**src/design/tpd_pkg.sv**
```systemverilog
// tpd_pkg: shared constants and types of the tagged packet deframer
// phase codes, the start tag, kind and status codes and the result beat struct
// no dependencies
`default_nettype none

package tpd_pkg;

  localparam logic [7:0] START_TAG = 8'hFB;

  localparam int unsigned PHASE_W = 4;

  localparam logic [PHASE_W-1:0] PH_HUNT  = 4'd0;
  localparam logic [PHASE_W-1:0] PH_TYPE  = 4'd1;
  localparam logic [PHASE_W-1:0] PH_SEQ_H = 4'd2;
  localparam logic [PHASE_W-1:0] PH_SEQ_L = 4'd3;
  localparam logic [PHASE_W-1:0] PH_CMD_H = 4'd4;
  localparam logic [PHASE_W-1:0] PH_CMD_L = 4'd5;
  localparam logic [PHASE_W-1:0] PH_LEN_H = 4'd6;
  localparam logic [PHASE_W-1:0] PH_LEN_L = 4'd7;
  localparam logic [PHASE_W-1:0] PH_BODY  = 4'd8;
  localparam logic [PHASE_W-1:0] PH_SUM   = 4'd9;
  localparam logic [PHASE_W-1:0] PH_END   = 4'd10;

  localparam logic KIND_DATA   = 1'b0;
  localparam logic KIND_STATUS = 1'b1;

  localparam logic [1:0] ST_OK      = 2'd0;
  localparam logic [1:0] ST_SUM_BAD = 2'd1;
  localparam logic [1:0] ST_LEN_BIG = 2'd2;

  typedef struct packed {
    logic        item_kind;
    logic [7:0]  pkt_type;
    logic [15:0] seq_num;
    logic [15:0] command;
    logic [15:0] body_len;
    logic [7:0]  data_byte;
    logic [1:0]  status;
    logic        last;
  } result_t;

endpackage

`default_nettype wire

```
**src/design/tagged_packet_deframer.sv**
```systemverilog
// tagged_packet_deframer: frames tagged packets out of a received byte stream
// uses tpd_pkg for phase codes, status codes and the result struct
//
// usage
//   input channel: one stream byte per beat on rx_byte_i, taken at an edge
//   with in_valid_i high and in_stall_o low. bytes are dropped until the
//   0xFB start tag, then type, sequence, command and length are read big
//   endian. each body byte gives a data beat carrying the header fields;
//   after the checksum byte the next byte (end tag, value not checked)
//   gives a status beat with last set. a length above BODY_LEN_MAX ends the
//   packet at once with a length status beat and no body beats.
//   output channel: result beats leave from a register, taken at an edge
//   with out_valid_o high and out_stall_i low.
//   a result is registered at the edge that takes its byte.
//   throughput: one byte per cycle while in_stall_o is low; the phase decode,
//   checksum add and length compare all feed the result register directly.
//   stall: a skid register catches one result while the output is held;
//   in_stall_o rises only while that skid register is full, so the input
//   side never waits on a combinational path from out_stall_i.
//   reset: asynchronous, active low; returns to start-tag hunting with all
//   header fields, counters and the checksum cleared, no beats pending.
`default_nettype none

module tagged_packet_deframer #(
  parameter int unsigned BODY_LEN_MAX = 65525
) (
  input  wire logic        clk_i,
  input  wire logic        rst_ni,
  input  wire logic        in_valid_i,
  output logic             in_stall_o,
  input  wire logic [7:0]  rx_byte_i,
  output logic             out_valid_o,
  input  wire logic        out_stall_i,
  output logic             item_kind_o,
  output logic [7:0]       pkt_type_o,
  output logic [15:0]      seq_num_o,
  output logic [15:0]      command_o,
  output logic [15:0]      body_len_o,
  output logic [7:0]       data_byte_o,
  output logic [1:0]       status_o,
  output logic             last_o
);

  localparam logic [16:0] LenMax = 17'(BODY_LEN_MAX);

  // framing state
  logic [tpd_pkg::PHASE_W-1:0] phase_q, phase_d;
  logic [7:0]  type_q, type_d;
  logic [15:0] seq_q, seq_d;
  logic [15:0] cmd_q, cmd_d;
  logic [15:0] len_q, len_d;
  logic [15:0] cnt_q, cnt_d;
  logic [7:0]  sum_q, sum_d;
  logic        bad_q, bad_d;

  // output register and skid register
  logic             out_valid_q;
  tpd_pkg::result_t out_q;
  logic             skid_valid_q;
  tpd_pkg::result_t skid_q;

  logic             accept;
  logic             res_valid;
  tpd_pkg::result_t res;
  logic [7:0]       sum_add;
  logic             out_free;

  assign in_stall_o = skid_valid_q;
  assign accept     = in_valid_i && !skid_valid_q;
  assign out_free   = !out_valid_q || !out_stall_i;

  // running checksum step: c = 2c + byte mod 256
  assign sum_add = {sum_q[6:0], 1'b0} + rx_byte_i;

  always_comb begin
    phase_d   = phase_q;
    type_d    = type_q;
    seq_d     = seq_q;
    cmd_d     = cmd_q;
    len_d     = len_q;
    cnt_d     = cnt_q;
    sum_d     = sum_q;
    bad_d     = bad_q;
    res_valid = 1'b0;
    res       = '0;

    case (phase_q)
      tpd_pkg::PH_HUNT: begin
        if (rx_byte_i == tpd_pkg::START_TAG) begin
          // checksum restarts at the tag: 2*0 + tag
          sum_d   = rx_byte_i;
          bad_d   = 1'b0;
          cnt_d   = '0;
          phase_d = tpd_pkg::PH_TYPE;
        end
      end
      tpd_pkg::PH_TYPE: begin
        sum_d   = sum_add;
        type_d  = rx_byte_i;
        phase_d = tpd_pkg::PH_SEQ_H;
      end
      tpd_pkg::PH_SEQ_H: begin
        sum_d   = sum_add;
        seq_d   = {rx_byte_i, 8'h00};
        phase_d = tpd_pkg::PH_SEQ_L;
      end
      tpd_pkg::PH_SEQ_L: begin
        sum_d   = sum_add;
        seq_d   = {seq_q[15:8], rx_byte_i};
        phase_d = tpd_pkg::PH_CMD_H;
      end
      tpd_pkg::PH_CMD_H: begin
        sum_d   = sum_add;
        cmd_d   = {rx_byte_i, 8'h00};
        phase_d = tpd_pkg::PH_CMD_L;
      end
      tpd_pkg::PH_CMD_L: begin
        sum_d   = sum_add;
        cmd_d   = {cmd_q[15:8], rx_byte_i};
        phase_d = tpd_pkg::PH_LEN_H;
      end
      tpd_pkg::PH_LEN_H: begin
        sum_d   = sum_add;
        len_d   = {rx_byte_i, 8'h00};
        phase_d = tpd_pkg::PH_LEN_L;
      end
      tpd_pkg::PH_LEN_L: begin
        sum_d = sum_add;
        len_d = {len_q[15:8], rx_byte_i};
        cnt_d = '0;
        if ({1'b0, len_d} > LenMax) begin
          // oversize length closes the packet right away
          res_valid = 1'b1;
          res.item_kind = tpd_pkg::KIND_STATUS;
          res.status    = tpd_pkg::ST_LEN_BIG;
          res.last      = 1'b1;
          phase_d = tpd_pkg::PH_HUNT;
        end else if (len_d == 16'd0) begin
          phase_d = tpd_pkg::PH_SUM;
        end else begin
          phase_d = tpd_pkg::PH_BODY;
        end
      end
      tpd_pkg::PH_BODY: begin
        sum_d = sum_add;
        cnt_d = cnt_q + 16'd1;
        if (cnt_d >= len_q) begin
          phase_d = tpd_pkg::PH_SUM;
        end
        res_valid = 1'b1;
        res.item_kind = tpd_pkg::KIND_DATA;
        res.data_byte = rx_byte_i;
        res.status    = tpd_pkg::ST_OK;
        res.last      = 1'b0;
      end
      tpd_pkg::PH_SUM: begin
        bad_d   = (rx_byte_i != sum_q);
        phase_d = tpd_pkg::PH_END;
      end
      tpd_pkg::PH_END: begin
        // end tag value is not checked
        res_valid = 1'b1;
        res.item_kind = tpd_pkg::KIND_STATUS;
        res.status    = bad_q ? tpd_pkg::ST_SUM_BAD : tpd_pkg::ST_OK;
        res.last      = 1'b1;
        phase_d = tpd_pkg::PH_HUNT;
      end
      default: begin
        phase_d = tpd_pkg::PH_HUNT;
      end
    endcase

    // header fields as they stand after this byte
    res.pkt_type = type_d;
    res.seq_num  = seq_d;
    res.command  = cmd_d;
    res.body_len = len_d;
  end

  always_ff @(posedge clk_i or negedge rst_ni) begin
    if (!rst_ni) begin
      phase_q <= tpd_pkg::PH_HUNT;
      type_q  <= '0;
      seq_q   <= '0;
      cmd_q   <= '0;
      len_q   <= '0;
      cnt_q   <= '0;
      sum_q   <= '0;
      bad_q   <= 1'b0;
    end else if (accept) begin
      phase_q <= phase_d;
      type_q  <= type_d;
      seq_q   <= seq_d;
      cmd_q   <= cmd_d;
      len_q   <= len_d;
      cnt_q   <= cnt_d;
      sum_q   <= sum_d;
      bad_q   <= bad_d;
    end
  end

  // output register with one skid entry
  always_ff @(posedge clk_i or negedge rst_ni) begin
    if (!rst_ni) begin
      out_valid_q  <= 1'b0;
      skid_valid_q <= 1'b0;
    end else if (out_free) begin
      if (skid_valid_q) begin
        out_valid_q  <= 1'b1;
        skid_valid_q <= 1'b0;
      end else begin
        out_valid_q <= accept && res_valid;
      end
    end else if (accept && res_valid) begin
      skid_valid_q <= 1'b1;
    end
  end

  always_ff @(posedge clk_i) begin
    if (out_free) begin
      if (skid_valid_q) begin
        out_q <= skid_q;
      end else if (accept && res_valid) begin
        out_q <= res;
      end
    end else if (accept && res_valid) begin
      skid_q <= res;
    end
  end

  assign out_valid_o = out_valid_q;
  assign item_kind_o = out_q.item_kind;
  assign pkt_type_o  = out_q.pkt_type;
  assign seq_num_o   = out_q.seq_num;
  assign command_o   = out_q.command;
  assign body_len_o  = out_q.body_len;
  assign data_byte_o = out_q.data_byte;
  assign status_o    = out_q.status;
  assign last_o      = out_q.last;

endmodule

`default_nettype wire

```
**config.mk**
```make
export PLATFORM = sky130hd
export DESIGN_NAME = tagged_packet_deframer
export DESIGN_NICKNAME = d
export VERILOG_FILES = /design/src/design/tpd_pkg.sv /design/src/design/tagged_packet_deframer.sv
export SDC_FILE = /design/constraint.sdc
export NUM_CORES = 1
export LEC_CHECK = 0
export BUFFER_PORTS_ARGS = -buffer_cell sky130_fd_sc_hd__buf_2
export CAP_MARGIN = 20
export CORE_ASPECT_RATIO = 0.7
export CORE_MARGIN = 2
export CORE_UTILIZATION = 30
export CTS_BUF_LIST = sky130_fd_sc_hd__clkbuf_8
export DETAILED_ROUTE_END_ITERATION = 10
export SYNTH_ARGS = -nofsm -noshare
export SYNTH_HDL_FRONTEND = slang
export SYNTH_SLANG_ARGS = --single-unit
```
**constraint.sdc**
```tcl
create_clock -name clk_i -period 10.8 [get_ports clk_i]
set_input_delay 2.7 -clock clk_i [delete_from_list [all_inputs] [get_ports clk_i]]
set_output_delay 2.7 -clock clk_i [all_outputs]
set_load 0.01 [all_outputs]
```
==> metrics list, run 1 <==
- Most common library cell in the layout ignoring fill and taps: sky130_fd_sc_hd__mux2_2
- Vias post-DR: 6387
- Hold Buf Count CTS: 0
- Clock-pin slew was measured on the worst setup and hold paths at 70 ps.
- Among all flip-flop cells after synthesis, the most frequent one is sky130_fd_sc_hd__edfxtp_1.
- CTS tree: done
- For this design the static power due to leakage is 0.00461 uW.
- Warning count from the yosys run: 0
- The via count of the first global-routing pass came to 6207.
- On the critical path the largest part of the delay comes from simple AND/OR/NAND/NOR gates.
* Final period util: 50.1%
* Post-CTS setup-driven buffer insertion count: 0
- Horizontal extent of the die: 225 microns
* Simple logic cell fraction of the synthesized area: 8.16%
- Post-synth ARST share: 39.4%
* Worst setup SP type: primary input
- Overall global routing resource usage: 13.2%
- Residual DRC count: 0
* Transition time of the tightest slew-check pin: 957 ps
* Minimum hold slack: 498 ps
- Post-DP HPWL: 15400 microns
- Across the run, the number of max-cap violations was 0.
* Pins Over Slew Limit: 0
- Final instance area: 11700 sq um
- Crit path buf inv count: 2
- Xor-xnor portion of the synthesized cell area: 2.06%
- Setup repair after global routing left no endpoint under its margin.
- For the worst-skew pair, the clock arrives at the later sink with an insertion delay of 530 ps.
* Number of enable flip-flop cells after synthesis: 134
- The cell sitting at the root of the clock tree is a sky130_fd_sc_hd__clkbuf_8.
* Site row count: 56
- The share of the Yosys chip area taken by registers is 60.7%.
- After detailed routing, the number of vias per cell comes to 4.86.
- Crit path required time: 10940 ps
* Setup total negative slack: 0 ps
- The die covers 35600 sq um.
- Worst R2R Setup Slack: 7540 ps
- Relative max-transition margin: 36.2%
* Die outline height: 158 microns
- Outcome: complete, no violations
* Chain of cells forming the critical path: buf_2 > nand4_1 > or4_1 > or3_1 > o21ai_1 > nor3b_2 > buf_4
- The critical path in this run is classified as in2reg.
* Number of library cell types mapped by synthesis: 55
- Initial core utilization: 30.5%
- Total number of nets in the final design: 888
- Setup violators final: 0
* Leading cell types in the layout, fill and taps excluded: sky130_fd_sc_hd__mux2_2 (138), sky130_fd_sc_hd__edfxtp_1 (134), sky130_fd_sc_hd__dfrtp_1 (86), sky130_fd_sc_hd__buf_2 (80), sky130_fd_sc_hd__nand2_1 (66)
- Before antenna repair, the detailed router went through 5 iterations.
* Final antenna-violating net count: 0
- Fraction of the mapped netlist area in adder cells: 3.01%
- The clock net in this run drives a total of 221 sinks.
* Fraction of the mapped netlist area in compound gates: 7.72%
- The hold violation count in the final report is 0.
* Worst-path fanout max: 63
- Fraction of the core area covered by cells at the end of the flow: 34.8%
- First DRT Iteration DRCs: 451
- The largest single stage delay on the critical path is 730 ps.
* Total global routing overflow: 0
- In this run the number of H-tree levels came out at 2.
- Final min period: 5410 ps
* Flop and latch count out of synthesis: 221
- Maximum clock path buffer count: 3
- Area added between synthesis and finish: 14.1%
- Peak Freq: 185 MHz
- Number of fillers in the final layout: 3318
* Clock Skews: 17.8 ps
* Post-synthesis net count: 809
- Fraction of synthesized area in multiplexers: 15.5%
- In the final layout, the share of cells above drive strength 1 is 32.8%.
- IR analysis of the VDD net gives a maximum drop of 0.0980 mV.
* Global-route wire length before repair: 36500 microns
- Category of the worst setup path capture point: flop
- Main combinational cell family by area after synthesis: multiplexers
- Power per standard cell area: 234 nW/um^2
- Pin count of the biggest net entering global routing: 73
- Ant. Diodes: 0
- Cells after Synth: 773
* Per-instance average area after synthesis: 13.2 sq um
- Routed wire length: 23300 microns
- The synthesized netlist occupies a cell area of 10200 sq um.
* Routed wire per std cell: 17.7 microns
- The number of antenna violations at the first check in global routing was 0.
- The worst hold path belongs to the class reg2reg.
- Cells resized by post-CTS repair: 0
* Final weighted congestion in routability-driven placement: 0.821
- Counting the buffers created by CTS gives 35.
- The slowest stage of the critical path belongs to the cell sky130_fd_sc_hd__buf_4.
* Boundary pin count: 82
* WP data arrival: 5540 ps
* Dpl cell area: 11000 sq um
* Core Region: 33500 sq um
* Buffers on Ports: 81
## cell usage after synthesis (10+ instances only)
library cell                 n  area (sq um)
sky130_fd_sc_hd__nand3_1    10          50.1
sky130_fd_sc_hd__nor2_1     27           101
sky130_fd_sc_hd__nand2b_1   13          81.3
sky130_fd_sc_hd__mux2_2    138          1550
sky130_fd_sc_hd__nand2_1    66           248
sky130_fd_sc_hd__nand4_1    11          68.8
sky130_fd_sc_hd__o21ai_0    57           285
sky130_fd_sc_hd__ha_1       23           288
sky130_fd_sc_hd__xnor2_1    21           184
sky130_fd_sc_hd__clkbuf_1   33           124
sky130_fd_sc_hd__a21oi_1    22           110
sky130_fd_sc_hd__dfrtp_1    87          2180
sky130_fd_sc_hd__edfxtp_1  134          4020
sky130_fd_sc_hd__inv_1      24          90.1
## logic make-up (layout without fill, tap and decap cells)
logic type                 Yosys count  in the layout
muxes                              141            141
xor gates and xnor gates            24             24
and+or+nand+nor                    169            169
DFF                                221            221
buffers and inverters               69            174
AOI/OAI and AO/OA                  125            125
adders and majority gates           24             24
## tightest hold or removal path: stages (launching register included)
cell	delay, ps
sky130_fd_sc_hd__dfrtp_1	350
sky130_fd_sc_hd__nand2_1	50
sky130_fd_sc_hd__o21ai_0	60
## per-layer routing
layer  part of all wire, %  global-route usage, %
met2                    41                   18.4
met5                     0                      0
met3                   6.6                   3.56
met1                    51                   20.3
met4                   1.6                   2.87
## through the flow
step	std cells	power [uW]	worst slack, ps
5_1_grt	1313	2920	5270
3_3_place_gp	1250	2060	5040
4_1_cts	1313	2750	5450
2_1_floorplan	773	1850	1350
6_report	1313	2720	5390
3_5_place_dp	1250	2080	4900
## final cells by class
class	count	area, sq um	share of cell area [%]
clock inverters	28	145	1.24
clock buffers	35	482	4.13
inverters	24	90.1	0.773
well taps	435	544	4.67
multi-input cells	483	3740	32.1
repair buffers	87	453	3.88
flip-flops and latches	221	6200	53.2
## flip-flops by register name (all words and copies together) (netlist names)
signal	flops
bad_q	1
body_len_o	16
cmd_q	16
cnt_q	16
command_o	16
data_byte_o	8
in_stall_o	1
item_kind_o	1
len_q	16
out_valid_o	1
phase_q	4
pkt_type_o	8
seq_num_o	16
seq_q	16
skid_q	67
status_o	2
sum_q	8
type_q	8
## final timing paths
path | end | start | depth (start not counted)
max | skid_q[29]$_DFFE_PP_ | rx_byte_i[4] | 7
min | bad_q$_DFFE_PN0P_ | bad_q$_DFFE_PN0P_ | 2
max reg2reg | skid_q[29]$_DFFE_PP_ | phase_q[0]$_DFFE_PN0P_ | 5
min reg2reg | bad_q$_DFFE_PN0P_ | bad_q$_DFFE_PN0P_ | 2
max in group asynchronous | len_q[13]$_DFFE_PN0P_ | rst_ni | 2
min in group asynchronous | type_q[4]$_DFFE_PN0P_ | rst_ni | 1
## power by group
group / internal (uW) / total, uW / switching (uW) / leakage, uW
registers: 1110 / 1230 / 111 / 0.00232
logic: 383 / 837 / 454 / 0.00190
clock network: 328 / 662 / 335 / 0.000387
total: 1830 / 2720 / 900 / 0.00461
Note: power is estimated with default switching activity, not from simulation.
==> run 2: changes to the inputs <==
- clock period: 10.8 -> 5.2 ns (I/O delays scaled with it)
==> run 2 against run 1 <==
Wire length is 1.8% higher. Register-to-register slack worse by 5500 ps. Sequential power is 110% higher. Flip-flop and latch count stayed put. Clock skew is 9.4 ps higher. Clock power is 120% higher. Clock-buffer cell count is 6 higher. Via count is 1.4% lower. Utilization is 0.22 points higher. Sequential share of layout area is 0.34 points lower. Final area is 0.64% higher.
==> metrics list, run 2 (same netlist as run 1, synthesis figures left out) <==
- The flow ran to the end, and the final reports show no timing, DRC or antenna violations.
- Area of the die: 35600 sq um (unchanged)
* 1st-pass router iterations: 5 (unchanged)
- The cell count after placement came to 1251 (+0.080%).
- Final min period: 3770 ps
- Post-CTS setup-driven buffer insertion count: 0 (unchanged)
- The average routed wire per standard cell came to 18.0 microns (+1.8%).
* Pins Over Slew Limit: 0 (unchanged)
- Vias post-DR: 6297 (-1.4%)
* Power per standard cell area: 490 nW/um^2 (+110%)
- Standby leakage power: 0.00465 uW (+0.81%)
* Total global routing overflow: 0 (unchanged)
* Final-report hold violation count: 0 (unchanged)
- In this run the most critical hold path is launched from bad_q$_DFFE_PN0P_.
- Worst-path fanout max: 55 (-13%)
* Min-Delay Endpoint: bad_q$_DFFE_PN0P_
- The iteration-0 DRC count of the detailed router was 446 (-1.1%).
- Fraction of the core area covered by cells at the end of the flow: 35.0% (+0.22 points)
* Buffers on Ports: 81 (unchanged)
- The effective utilization at floorplan came to 30.5% (unchanged).
- Final worst-path setup slack: 1430 ps (-3960 ps)
* CTS root buffer: sky130_fd_sc_hd__clkbuf_8
* Category of the most critical setup path: in2reg
* Most common library cell in the layout ignoring fill and taps: sky130_fd_sc_hd__mux2_2
- The overall power was 5750 uW (+110%).
* Final weighted congestion in routability-driven placement: 0.796 (-3.1%)
- WP data arrival: 3970 ps (-1570 ps)
- The first-pass GRT wire length came to 37200 microns (+1.9%).
* Area added between synthesis and finish: 14.9%
- The footprint of the multi-input gates came to 3750 sq um (+0.17%).
* Overall global routing resource usage: 13.6% (+0.39 points)
* Horizontal extent of the die: 225 microns (unchanged)
- Maximum clock path buffer count: 3 (unchanged)
* Worst hold path cell count: 2 (unchanged)
- Worst R2R Setup Slack: 2000 ps (-5540 ps)
- Relative max-transition margin: 39.3% (+3.2 points)
* Sequential cell area in the final layout: 6200 sq um (unchanged)
- Ant. Diodes: 0 (unchanged)
* Category of the worst setup path capture point: flop
- Average via count per standard cell: 4.79 (-1.5%)
- Largest reg by FF count: skid_q
* Routed wire length: 23700 microns (+1.8%)
- Worst setup SP type: primary input
- Initial antenna violation count: 0 (unchanged)
- In this run the critical register-to-register path is launched from cnt_q[2]$_DFFE_PN0P_.
- Max capacitance violation total: 0 (unchanged)
- The clock-pin slew on the worst setup and hold paths came to 60 ps (about the same).
* Site row count: 56 (unchanged)
- The non-filler instance count after layout came to 1314 (+0.076%).
* Clock Skews: 27.1 ps (+9.36 ps)
- Crit path required time: 5400 ps (-5540 ps)
- Number of fillers in the final layout: 3246 (-2.2%)
- The post-cts repair resize count is 0 (unchanged).
- The final count of negative-setup-slack endpoints is 0 (unchanged).
- Min-Delay Path Class: reg2reg
* Post-DP HPWL: 15800 microns (+2.8%)
- Unrepaired setup endpoints after global routing: no
* RR Endpoint: phase_q[1]$_DFFE_PN0P_
* Peak Freq: 265 MHz
- The depth of the worst register-to-register path is 10 (+5).
- The clock latency at the later pin of the worst-skew pair is 540 ps (about the same).
* Residual DRC count: 0 (unchanged)
- Pin count of the biggest net entering global routing: 61 (-16%)
* Clock sink count: 221 (unchanged)
* Clock buffer count from CTS: 35 (unchanged)
* Final antenna-violating net count: 0 (unchanged)
- CTS tree: done
- The actual transition at the worst max-transition pin is 910 ps (-47.4 ps).
- The number of H-tree levels was 2 (unchanged).
- The library cells used most frequently in the layout, excluding fill and tap cells, are sky130_fd_sc_hd__mux2_2 (138), sky130_fd_sc_hd__edfxtp_1 (134), sky130_fd_sc_hd__dfrtp_1 (86), sky130_fd_sc_hd__buf_2 (80), sky130_fd_sc_hd__nand2_1 (66).
- Boundary pin count: 82 (unchanged)
* Number of global-route vias before repair: 6218 (+0.18%)
- In the finished design, the share of the clock period the worst path needs comes to 72.5%.
- Hold Buf Count CTS: 0 (unchanged)
- The fraction of layout instances using a drive strength above 1 is 33.2% (+0.42 points).
- Die outline height: 158 microns (unchanged)
- Core Region: 33500 sq um (unchanged)
* Max reg flops: 67 (unchanged)
* Setup total negative slack: 0 ps (unchanged)
- Post-placement setup slack: 918 ps (-3990 ps)
- Total number of nets in the final design: 889 (+0.11%)
- The worst IR drop on VDD came to 0.201 mV (+100%).
run 2: cell type report:
type | instances | share of cell area (%)
sequential | 221 | 52.9
timing repair buffer | 88 | 4.03
clock buffer | 41 | 4.81
inverter | 24 | 0.768
clock inverter | 22 | 0.949
multi-input combinational | 483 | 31.9
tap | 435 | 4.64
run 2: worst max path at each step:
stage,from,end
final,rx_byte_i[4],data_byte_o[0]$_DFFE_PP_
after global routing,rx_byte_i[4],body_len_o[1]$_DFFE_PP_
after CTS,rx_byte_i[4],body_len_o[1]$_DFFE_PP_
after detailed placement,rx_byte_i[4],body_len_o[7]$_DFFE_PP_
after global placement,rx_byte_i[4],body_len_o[7]$_DFFE_PP_
after floorplan,rx_byte_i[6],body_len_o[0]$_DFFE_PP_
run 2: report_power, final:
part | total [uW] | switching, uW | internal, uW | leakage [uW]
Sequential | 2550 | 230 | 2320 | 0.00232
Combinational | 1750 | 952 | 798 | 0.00192
Clock | 1450 | 687 | 766 | 0.000407
Total | 5750 | 1870 | 3880 | 0.00465
run 2: through the flow:
stage	hold slack [ps]	instance area (sq um)
final	487	11700
after global routing	519	11700
after CTS	492	11700
after detailed placement	478	11100
after global placement	479	11100
after floorplan	449	10200
run 2: worst max-delay path, stage by stage:
cell,delay [ps]
sky130_fd_sc_hd__buf_2,310
sky130_fd_sc_hd__nand4_1,170
sky130_fd_sc_hd__or4_1,570
sky130_fd_sc_hd__or3_1,380
sky130_fd_sc_hd__o21ai_1,160
sky130_fd_sc_hd__a21oi_1,180
sky130_fd_sc_hd__a21oi_4,480
sky130_fd_sc_hd__buf_12,340
run 2: per-layer routing:
metal  GRT usage, %  share of wire, %  vias to the layer above
met5              0                 0                        -
met3           3.60               6.2                       27
met4           3.34               1.1                        0
li1               -                 -                     2992
met1           20.5                51                     3096
met2           19.3                42                      182
